--- config.mk ---
export PLATFORM = sky130hd
export DESIGN_NAME = cffa_ram
export DESIGN_NICKNAME = d
export VERILOG_FILES = /design/src/sv/cffa_ram.sv
export SDC_FILE = /design/constraint.sdc
export NUM_CORES = 1
export LEC_CHECK = 0
export BUFFER_PORTS_ARGS = -buffer_cell sky130_fd_sc_hd__buf_2
export CAP_MARGIN = 20
export CORE_AREA = 2 2 291 149
export CTS_CLUSTER_DIAMETER = 100
export DETAILED_ROUTE_END_ITERATION = 8
export DIE_AREA = 0 0 293 151
export MAX_ROUTING_LAYER = met4
export PLACE_DENSITY = 0.74
export SETUP_SLACK_MARGIN = 0.02
export SLEW_MARGIN = 20
export SYNTH_ARGS = -nofsm -noshare
export SYNTH_HDL_FRONTEND = slang
export SYNTH_SLANG_ARGS = --single-unit
--- constraint.sdc ---
create_clock -name clock -period 3.3 [get_ports clock]
set_input_delay 0.495 -clock clock [delete_from_list [all_inputs] [get_ports clock]]
set_output_delay 0.495 -clock clock [all_outputs]
set_load 0.01 [all_outputs]
--- src/sv/cffa_ram.sv ---
// Generic single-write, single-read RAM with registered read data.
module cffa_ram #(
   parameter int WIDTH = 8,
   parameter int DEPTH = 64
) (
   input  logic                     clock,
   input  logic                     wr_en,
   input  logic [$clog2(DEPTH)-1:0] wr_addr,
   input  logic [WIDTH-1:0]         wr_data,
   input  logic                     rd_en,
   input  logic [$clog2(DEPTH)-1:0] rd_addr,
   output logic [WIDTH-1:0]         rd_data
);

   logic [WIDTH-1:0] mem_ff [DEPTH];
   logic [WIDTH-1:0] rd_data_ff;

   always_ff @(posedge clock) begin
      if (wr_en) begin
         mem_ff[wr_addr] <= wr_data;
      end
      if (rd_en) begin
         rd_data_ff <= mem_ff[rd_addr];
      end
   end

   assign rd_data = rd_data_ff;

endmodule

==> results of run 1 <==
==> Yosys cell counts (all sizes together) <==
cell | instances | share of area, %
edfxtp | 520 | 77
mux4 | 126 | 14
nor2 | 83 | 1.5
buf | 34 | 1.2
mux2i | 23 | 1.1
nand2 | 19 | 0.35
clkbuf | 17 | 0.32
nor2b | 14 | 0.43
mux2 | 13 | 0.72
nand3 | 13 | 0.32
o221ai | 8 | 0.35
o22ai | 8 | 0.25
nand2b | 7 | 0.22
nor3 | 7 | 0.17
a221oi | 6 | 0.26
a211oi | 4 | 0.15
o21ai | 4 | 0.099
a21oi | 3 | 0.074
a22oi | 3 | 0.11
nand3b | 3 | 0.11
o2111ai | 3 | 0.13
o2bb2ai | 3 | 0.13
a2111oi | 2 | 0.087
nand4 | 2 | 0.062
nor4 | 2 | 0.062
o21a | 2 | 0.074
o221a | 2 | 0.11
o32ai | 2 | 0.087
o41ai | 2 | 0.087
a31oi | 1 | 0.031
and2 | 1 | 0.031
nand4b | 1 | 0.043
o311ai | 1 | 0.043
or3 | 1 | 0.031
==> cells in the final DEF, fill, tap and decap left out, drive strengths merged <==
cell type and n:
nand2b 7, nand3 13, o41ai 2, clkbuf 57, o22ai 8, nand2 19, and2 1, o221ai 8
o21ai 4, nor3 7, edfxtp 520, o221a 2, diode 1, a22oi 3, nor2 83, or3 1
nand4 2, o32ai 2, nor2b 14, o2111ai 3, nor4 2, a221oi 6, mux2i 23, nand3b 3
buf 104, bufinv 6, o311ai 1, clkinvlp 1, a211oi 4, a21oi 3, o21a 2, nand4b 1
mux4 126, a31oi 1, clkinv 15, a2111oi 2, o2bb2ai 3, mux2 13
==> stage by stage <==
stage / hold WS [ns] / utilization [%] / power [mW] / instances
after global routing: 0.317 / 55.1 / 13.8 / 1623
after CTS: 0.310 / 55.1 / 13.5 / 1622
after floorplan: 0.594 / - / 7.87 / 940
after global placement: 0.872 / 51.5 / 8.14 / 1544
final: 0.329 / 55.1 / 13.4 / 1623
after detailed placement: 0.886 / 51.5 / 8.16 / 1544
==> routing by layer <==
metal | vias to the layer above | track usage (%) | part of all wire (%)
met1 | 5302 | 27.7 | 39
met2 | 522 | 34.6 | 50
met5 | - | - | 0
li1 | 4135 | - | -
met3 | 70 | 4.42 | 8.7
met4 | 0 | 5.54 | 2.3
==> sequential cells by signal, indices dropped and copies added, names as in the netlist <==
signal / cells
rd_data: 8
mem_ff: 512
==> power groups by stage <==
stage                     sequential, mW  clock, mW  combinational [mW]
after global routing                7.34       5.72               0.722
after floorplan                     7.48          0               0.390
after CTS                           7.35       5.46               0.681
final                               7.34       5.39               0.679
after detailed placement            7.49          0               0.675
after global placement              7.48          0               0.655
==> layout make-up <==
| cell class | count | area [sq um] | share of cell area, % |
|---|---|---|---|
| clock inverter | 22 | 255 | 1.11 |
| tap | 550 | 688 | 3.00 |
| antenna | 1 | 2.50 | 0.0109 |
| multi-input combinational | 369 | 4320 | 18.8 |
| clock buffer | 56 | 1250 | 5.46 |
| sequential | 520 | 15600 | 68.1 |
| timing repair buffer | 105 | 792 | 3.46 |
==> how the worst min path moves through the flow <==
| stage | startpoint | to | slack (ns) | cells past startpoint |
|---|---|---|---|---|
| 2_1_floorplan | wr_data[0] | mem_ff[0][0] | 0.59 | 0 |
| 3_3_place_gp | mem_ff[34][2] | rd_data[2] | 0.87 | 4 |
| 3_5_place_dp | mem_ff[35][0] | rd_data[0] | 0.89 | 4 |
| 4_1_cts | rd_en | rd_data[2] | 0.31 | 1 |
| 5_1_grt | rd_en | rd_data[3] | 0.32 | 1 |
| 6_report | rd_en | rd_data[3] | 0.33 | 1 |
==> worst max-delay path: stages <==
cell and delay (ns):
buf_4 0.53, buf_4 0.37, nand2_1 0.20, o221ai_1 0.31, nor2_1 0.11, nor3_1 0.63
o32ai_1 0.17
==> cells by family (layout without fill, tap and decap cells) <==
group / after synthesis / count (layout) / synth area share [%]
AOI/OAI and AO/OA: 54 / 54 / 2.06
buffers and inverters: 51 / 183 / 1.56
DFF: 520 / 520 / 77.1
muxes: 162 / 162 / 15.9
other: 0 / 1 / 0
and+or+nand+nor: 153 / 153 / 3.37
==> reports/summary.txt, run 1 <==
Clock Root Buffer: clkbuf_16
Pre-antenna DRT Iters: 5
Final instance area: 22,900 sq um
Die Y: 151 um
P_leak: 7.23 nW
HPWL Detailed: 27.2 mm
Routability cong.: 0.862
Register-to-Register Setup Slack: 0.84 ns
Crit path max fanout: 45
Core box area: 41,600 sq um
Power density cells: 585 nW/um^2
Pint: 10.7 mW
Initial Utilization: 48.7%
Seq pwr share: 54.8%
Switching portion of total power: 19.9%
Worst Tran Pin Value: 0.980 ns
Max Slew Vio Count: 0
CP endpoint: rd_data[4]
GRT Util Overall: 21.2%
Relative slew margins: 34.4%
Worst R2R Path Depth: 5
CTS sink cnt: 520
Via count: 10,029
Die extent in x: 293 um
Routed wire length: 44.5 mm
MaxCap Viol Count: 0
Final WS setup: 0.704 ns
Setup TNS: 0 ns
H-tree depth: 2
Post-DP Area: 21,400 sq um
DRC: 0
Worst r2r dst: rd_data[4]
Routed vias/inst: 6.18
Initial antenna violation count: 1
Critical path endpoint category: flip-flop
Critical Path Start Type: input port
WP data required: 3.58 ns
Area grow syn2layout: 13.2%
Net Switching: 2.67 mW
Detail Route Antenna Nets: 0
Minimum setup slack after placement: 0.232 ns
Worst Hold Class: input port to flip-flop
Vias in the first global route: 10,279
Net Count, Synth: 963
Die area: 44,200 sq um
Later-pin clock latency in the skew report: 0.56 ns
Endpoints failing setup: 0
Crit. Startpoint: rd_addr[1]
Hold Vio Cnt, Final: 0
Global-route wire length before repair: 66.1 mm
CTS Hold Bufs: 0
Final worst path period need: 2.60 ns
Largest net degree at the start of global routing: 65
Worst r2r src: mem_ff[25][4]
Syn avg cell area: 21.5 sq um
Max Clock Skew: 0.0136 ns
Synth Warn #: 0
Overflow after GRT: 0
Critical setup path kind: input port to flip-flop
Max Freq: 385 MHz
Initial DRC count: 1,222
Synth Register Bits: 520
Mapped Cells: 940
Rows: 53
FILL cells: 2,961
IO Port Bufs: 30
Buffer depth of the longest clock path: 3
Synth Cell Area: 20,200 sq um
TritonCTS clock tree: yes
Layout cells sized above 1: 28.7%
Sequential cell area fraction in the yosys report: 77.1%
Comb power frac: 5.1%
Top Ports: 31
Clock share of power: 40.2%
Cts repair resizes: 0
Final Cycle Share: 78.7%
Nets@finish: 1,065
WL/cell: 27.4 um
Post-CTS Setup Inserts: 0
Library cells used by synthesis: 39
Critical Path AT: 2.87 ns
Worst vdd ir: 0.419 mV
Total CTS buffers: 46
RSZ-0062 raised after global routing: false
Status: complete, no violations
Clock-pin transition on the worst setup and hold timing paths: 0.07 ns
No activity file was read; power rests on OpenSTA's default activity.
==> run 2: changes to the inputs <==
--- a/config.mk
+++ b/config.mk
@@ -12,7 +12,7 @@
 export DETAILED_ROUTE_END_ITERATION = 8
 export DIE_AREA = 0 0 293 151
 export MAX_ROUTING_LAYER = met4
-export PLACE_DENSITY = 0.74
+export PLACE_DENSITY = 0.77
 export SETUP_SLACK_MARGIN = 0.02
 export SLEW_MARGIN = 20
 export SYNTH_ARGS = -nofsm -noshare
==> constraint.sdc (replaced) <==
create_clock -name clock -period 2.2 [get_ports clock]
set_input_delay 0.33 -clock clock [delete_from_list [all_inputs] [get_ports clock]]
set_output_delay 0.33 -clock clock [all_outputs]
set_load 0.01 [all_outputs]
==> run 2 against run 1 <==
Routed wire length increased by 0.97%. Die area unchanged. Via count rose by 1.9%. Utilization rose by 1.4 points. Clock power grew 42%. Register-to-register slack got worse by 0.75 ns. Non-clock buffer count rose by 68. Global-route usage rose by 0.26 points. Worst setup slack got worse by 0.61 ns. Clock skew grew 0.0064 ns. Cell area rose by 2.5%. Cell count increased by 4.2%.
==> reports/summary.txt, run 2 (synthesis results as in run 1) <==
Most common cell after layout, fill and taps aside: edfxtp_1
Final instance area: 23,500 sq um
Rows: 53
Critical setup path kind: flip-flop to flip-flop
Later-pin clock latency in the skew report: 0.57 ns
P_leak: 7.59 nW
WL/cell: 26.5 um
Register-to-Register Setup Slack: 0.09 ns
Crit path max fanout: 1
Hold depth: 1
Area grow syn2layout: 16.1%
Final WS setup: 0.0916 ns
Detail Route Antenna Nets: 0
IO Port Bufs: 30
Worst R2R Path Depth: 6
Non-filler cells, final: 1,691
Global-route wire length before repair: 66.9 mm
Routed wire length: 44.9 mm
H-tree depth: 2
Final worst path period need: 2.11 ns
DRC: 0
Critical path endpoint category: flip-flop
TritonCTS clock tree: yes
Critical Path Start Type: flip-flop
CTS Hold Bufs: 0
Multi-input logic area: 4320 sq um
MaxCap Viol Count: 0
Post-CTS Setup Inserts: 0
Status: complete, no violations
Pre-antenna DRT Iters: 5
Max reg flops: 512
Initial antenna violation count: 0
Top Ports: 31
Min Hold Slack: 0.153 ns
Largest net degree at the start of global routing: 65
Die area: 44,200 sq um
Final core occ: 56.5%
Core box area: 41,600 sq um
Hold Vio Cnt, Final: 0
Endpoints failing setup: 0
Clock Root Buffer: clkbuf_16
Minimum setup slack after placement: -0.488 ns
Routed vias/inst: 6.04
Top reg by flops: mem_ff
Initial Utilization: 48.7%
Overflow after GRT: 0
Relative slew margins: 46.9%
Nets@finish: 1,133
HPWL Detailed: 28.6 mm
RSZ-0062 raised after global routing: false
FILL cells: 2,893
CTS sink cnt: 520
Power density cells: 843 nW/um^2
Buffer depth of the longest clock path: 3
Clock-pin transition on the worst setup and hold timing paths: 0.07 ns
Commonest non-fill, non-tap cells in the layout: 520 x edfxtp_1, 127 x buf_4, 126 x mux4_2
Worst Hold Class: input port to flip-flop
Worst Tran Pin Value: 0.796 ns
GRT Util Overall: 21.5%
Die Y: 151 um
Total CTS buffers: 46
Final Cycle Share: 95.8%
Critical Path AT: 2.42 ns
Layout cells sized above 1: 33.0%
Routability cong.: 0.854
Max Clock Skew: 0.0200 ns
Placed insts: 1,612
Die extent in x: 293 um
Antenna diodes: 0
Worst vdd ir: 0.640 mV
Vias in the first global route: 10,424
Post-DP Area: 22,100 sq um
Max Freq: 474 MHz
WP data required: 2.51 ns
Initial DRC count: 1,182
Via count: 10,219
Max Slew Vio Count: 0
Reg area: 15,600 sq um
==> run 2: cell types whose count changed in the layout (fill, tap and decap cells not counted), sizes merged <==
cell / change
buf: +68
bufinv: -4
clkbuf: +4
inv: +2
clkinv: -1
diode: -1
==> run 2: path summary, 6_finish.rpt <==
check | start | end
hold reg to reg | mem_ff[5][7] | rd_data[7]
setup / recovery | mem_ff[20][6] | rd_data[6]
setup reg to reg | mem_ff[20][6] | rd_data[6]
hold / removal | rd_en | rd_data[7]
==> run 2: critical path: stages, from the launching register on <==
cell and delay (ns):
edfxtp_1 0.39, mux4_2 0.47, mux2_2 0.28, o221a_2 0.28, nor3_1 0.20, buf_4 0.17
o32ai_1 0.08
==> run 2: cell type report <==
class / instances / share of cell area [%]
clock buffer: 60 / 5.39
clock inverter: 19 / 0.628
multi-input combinational: 369 / 18.4
sequential: 520 / 66.4
tap: 550 / 2.93
timing repair buffer: 173 / 6.22
==> run 2: timing repair <==
| action | CTS | global route |
|---|---|---|
| endpoints found under the hold margin | 0 | 0 |
| endpoints found under the setup margin | 1 | 0 |
| gates resized for setup | 1 | 0 |
==> run 2: routing by layer <==
layer	routed length [um]	vias to the layer above	GRT usage (%)	share of wire (%)
li1	-	4262	-	-
met1	17500	5354	27.9	39
met2	22500	528	35.3	50
met3	4070	75	4.24	9.1
met4	896	0	5.64	2.0
met5	0	-	-	0
==> run 2: report_power, final <==
part           internal (mW)  total, mW  switching [mW]
clock                   4.29       7.66            3.38
combinational          0.481       1.13           0.647
sequential              11.0       11.0          0.0275
==> run 2: through the flow <==
| stage | TNS, ns | total power [mW] |
|---|---|---|
| after floorplan | 0 | 11.8 |
| after global placement | -2.49 | 12.3 |
| after detailed placement | -2.68 | 12.3 |
| after CTS | 0 | 19.9 |
| after global routing | 0 | 20.4 |
| final | 0 | 19.8 |
==> run 3: changes to the inputs <==
--- a/config.mk
+++ b/config.mk
@@ -5,14 +5,14 @@
 export SDC_FILE = /design/constraint.sdc
 export NUM_CORES = 1
 export LEC_CHECK = 0
-export BUFFER_PORTS_ARGS = -buffer_cell sky130_fd_sc_hd__buf_2
 export CAP_MARGIN = 20
 export CORE_AREA = 2 2 291 149
 export CTS_CLUSTER_DIAMETER = 100
 export DETAILED_ROUTE_END_ITERATION = 8
 export DIE_AREA = 0 0 293 151
+export DONT_BUFFER_PORTS = 1
 export MAX_ROUTING_LAYER = met4
-export PLACE_DENSITY = 0.77
+export PLACE_DENSITY = 0.76
 export SETUP_SLACK_MARGIN = 0.02
 export SLEW_MARGIN = 20
 export SYNTH_ARGS = -nofsm -noshare
==> run 3 against run 2 <==
Fmax barely moved. Non-clock buffer count is 85 lower. Total power decreased by 0.90%. Utilization down 1.4 points. Worst setup slack got worse by 0.0012 ns. Hold slack got worse by 0.12 ns. Die area stayed put. Cell area down 2.5%. Sequential power barely moved. Critical endpoint unchanged. Highest routed layer unchanged.
==> reports/summary.txt, run 3 (synthesis results as in run 1) <==
Status: complete, no violations
Area grow syn2layout: 13.1%
Layout cells sized above 1: 27.1%
Die area: 44,200 sq um
Critical path endpoint category: flip-flop
Crit path max fanout: 1
Worst Hold Class: input port to flip-flop
Worst Tran Pin Value: 0.633 ns
Final WS setup: 0.0904 ns
M1 GR Usage: 26.3%
FILL cells: 2,888
Min-delay src: rd_addr[5]
Hold depth: 2
Clock-pin transition on the worst setup and hold timing paths: 0.06 ns
Routing usage on met2: 34.1%
Setup TNS: 0 ns
HPWL Detailed: 24.9 mm
Commonest non-fill, non-tap cells in the layout: 520 x edfxtp_1, 126 x mux4_2, 83 x nor2_1
P_leak: 7.20 nW
Critical Path AT: 2.41 ns
Initial antenna violation count: 0
Gr busiest metal: met2
Reg area: 15,600 sq um
Worst r2r src: mem_ff[24][6]
Total CTS buffers: 47
Later-pin clock latency in the skew report: 0.57 ns
Power density cells: 857 nW/um^2
Max reg flops: 512
Routed wire length: 44.2 mm
WHS Endpoint: rd_data[0]
Critical Path Start Type: flip-flop
WP data required: 2.50 ns
Final core occ: 55.1%
Final worst path period need: 2.11 ns
Nets@finish: 1,049
Worst vdd ir: 0.519 mV
IO Port Bufs: 0
Top Ports: 31
Routed vias/inst: 6.16
Critical setup path kind: flip-flop to flip-flop
Max Freq: 474 MHz
Buffer depth of the longest clock path: 3
Final Cycle Share: 95.9%
Worst r2r dst: rd_data[6]
Pre-antenna DRT Iters: 5
Multi-input logic area: 4330 sq um
H-tree depth: 2
GRT Util Overall: 21.1%
Vias in the first global route: 10,250
Clock Root Buffer: clkbuf_16
M3 GR Usage: 4.72%
Rows: 53
Worst R2R Path Depth: 5
Hold Vio Cnt, Final: 0
Core box area: 41,600 sq um
DRC: 0
Crit. Startpoint: mem_ff[24][6]
Max Slew Vio Count: 0
Register-to-Register Setup Slack: 0.09 ns
Relative slew margins: 57.7%
Die Y: 151 um
Antenna diodes: 0
CTS sink cnt: 520
Via count: 9,915
Largest net degree at the start of global routing: 138
Global-route wire length before repair: 65.7 mm
TritonCTS clock tree: yes
Max Clock Skew: 0.0216 ns
Die extent in x: 293 um
WL/cell: 27.4 um
Endpoints failing setup: 0
Initial DRC count: 1,360
Detail Route Antenna Nets: 0
MaxCap Viol Count: 0
Initial Utilization: 48.7%
Minimum setup slack after placement: -0.0665 ns
Most common cell after layout, fill and taps aside: edfxtp_1
Overflow after GRT: 0
RSZ-0062 raised after global routing: false
Routability cong.: 0.840
Top reg by flops: mem_ff
==> run 3: cell count changes in the layout (fill, tap and decap cells not counted), sizes merged, moves of 2 or more <==
cell,before,now
buf,172,86
clkbuf,61,58
inv,2,0
dlygate4sd3,0,2
clkinv,14,22
==> run 3: worst max path at each step <==
| stage | endpoint | slack, ns |
|---|---|---|
| 6_report | rd_data[6] | 0.09 |
| 2_1_floorplan | rd_data[3] | 0.06 |
| 3_3_place_gp | rd_data[4] | -0.08 |
| 5_1_grt | rd_data[6] | 0.02 |
| 4_1_cts | rd_data[4] | 0.13 |
| 3_5_place_dp | rd_data[4] | -0.07 |
==> run 3: stage by stage <==
step	cell area [sq um]	instances	total power, mW	hold slack [ns]
after floorplan	20200	940	11.8	0.429
after global placement	21200	1517	11.8	0.435
after detailed placement	21200	1517	11.8	0.433
after CTS	22900	1610	19.7	0.0138
after global routing	22900	1610	20.1	0.0290
final	22900	1610	19.6	0.0326
==> run 3: layout make-up <==
class,count,area share [%]
clock inverters,25,0.836
well taps,550,3.00
repair buffers,88,3.61
multi-input cells,369,18.9
clock buffers,58,5.50
flip-flops and latches,520,68.2
==> run 3: power breakdown <==
| part | leakage, nW | internal, mW | switching [mW] |
|---|---|---|---|
| sequential | 4.69 | 11.0 | 0.0392 |
| clock | 0.708 | 4.40 | 3.42 |
| combinational | 1.81 | 0.382 | 0.400 |
==> run 3: metal layers <==
metal | up-vias | share of wire (%)
li1 | 4111 | -
met1 | 5102 | 37
met2 | 593 | 49
met3 | 109 | 10
met4 | 0 | 3.7
met5 | - | 0
==> run 3: what timing repair did <==
item | 4_1_cts | 5_1_grt
gates resized for setup | 2 | 0
hold buffers | 10 | 0
setup buffers | 0 | 0
endpoints found under the setup margin | 2 | 0
hold endpoints to repair | 524 | 0
==> run 3: critical path, cell delays in order, from the launching register on <==
cell and delay (ns):
edfxtp_1 0.37, mux4_2 0.46, mux2_2 0.28, o221a_2 0.29, nor3_2 0.31, o32ai_1 0.14
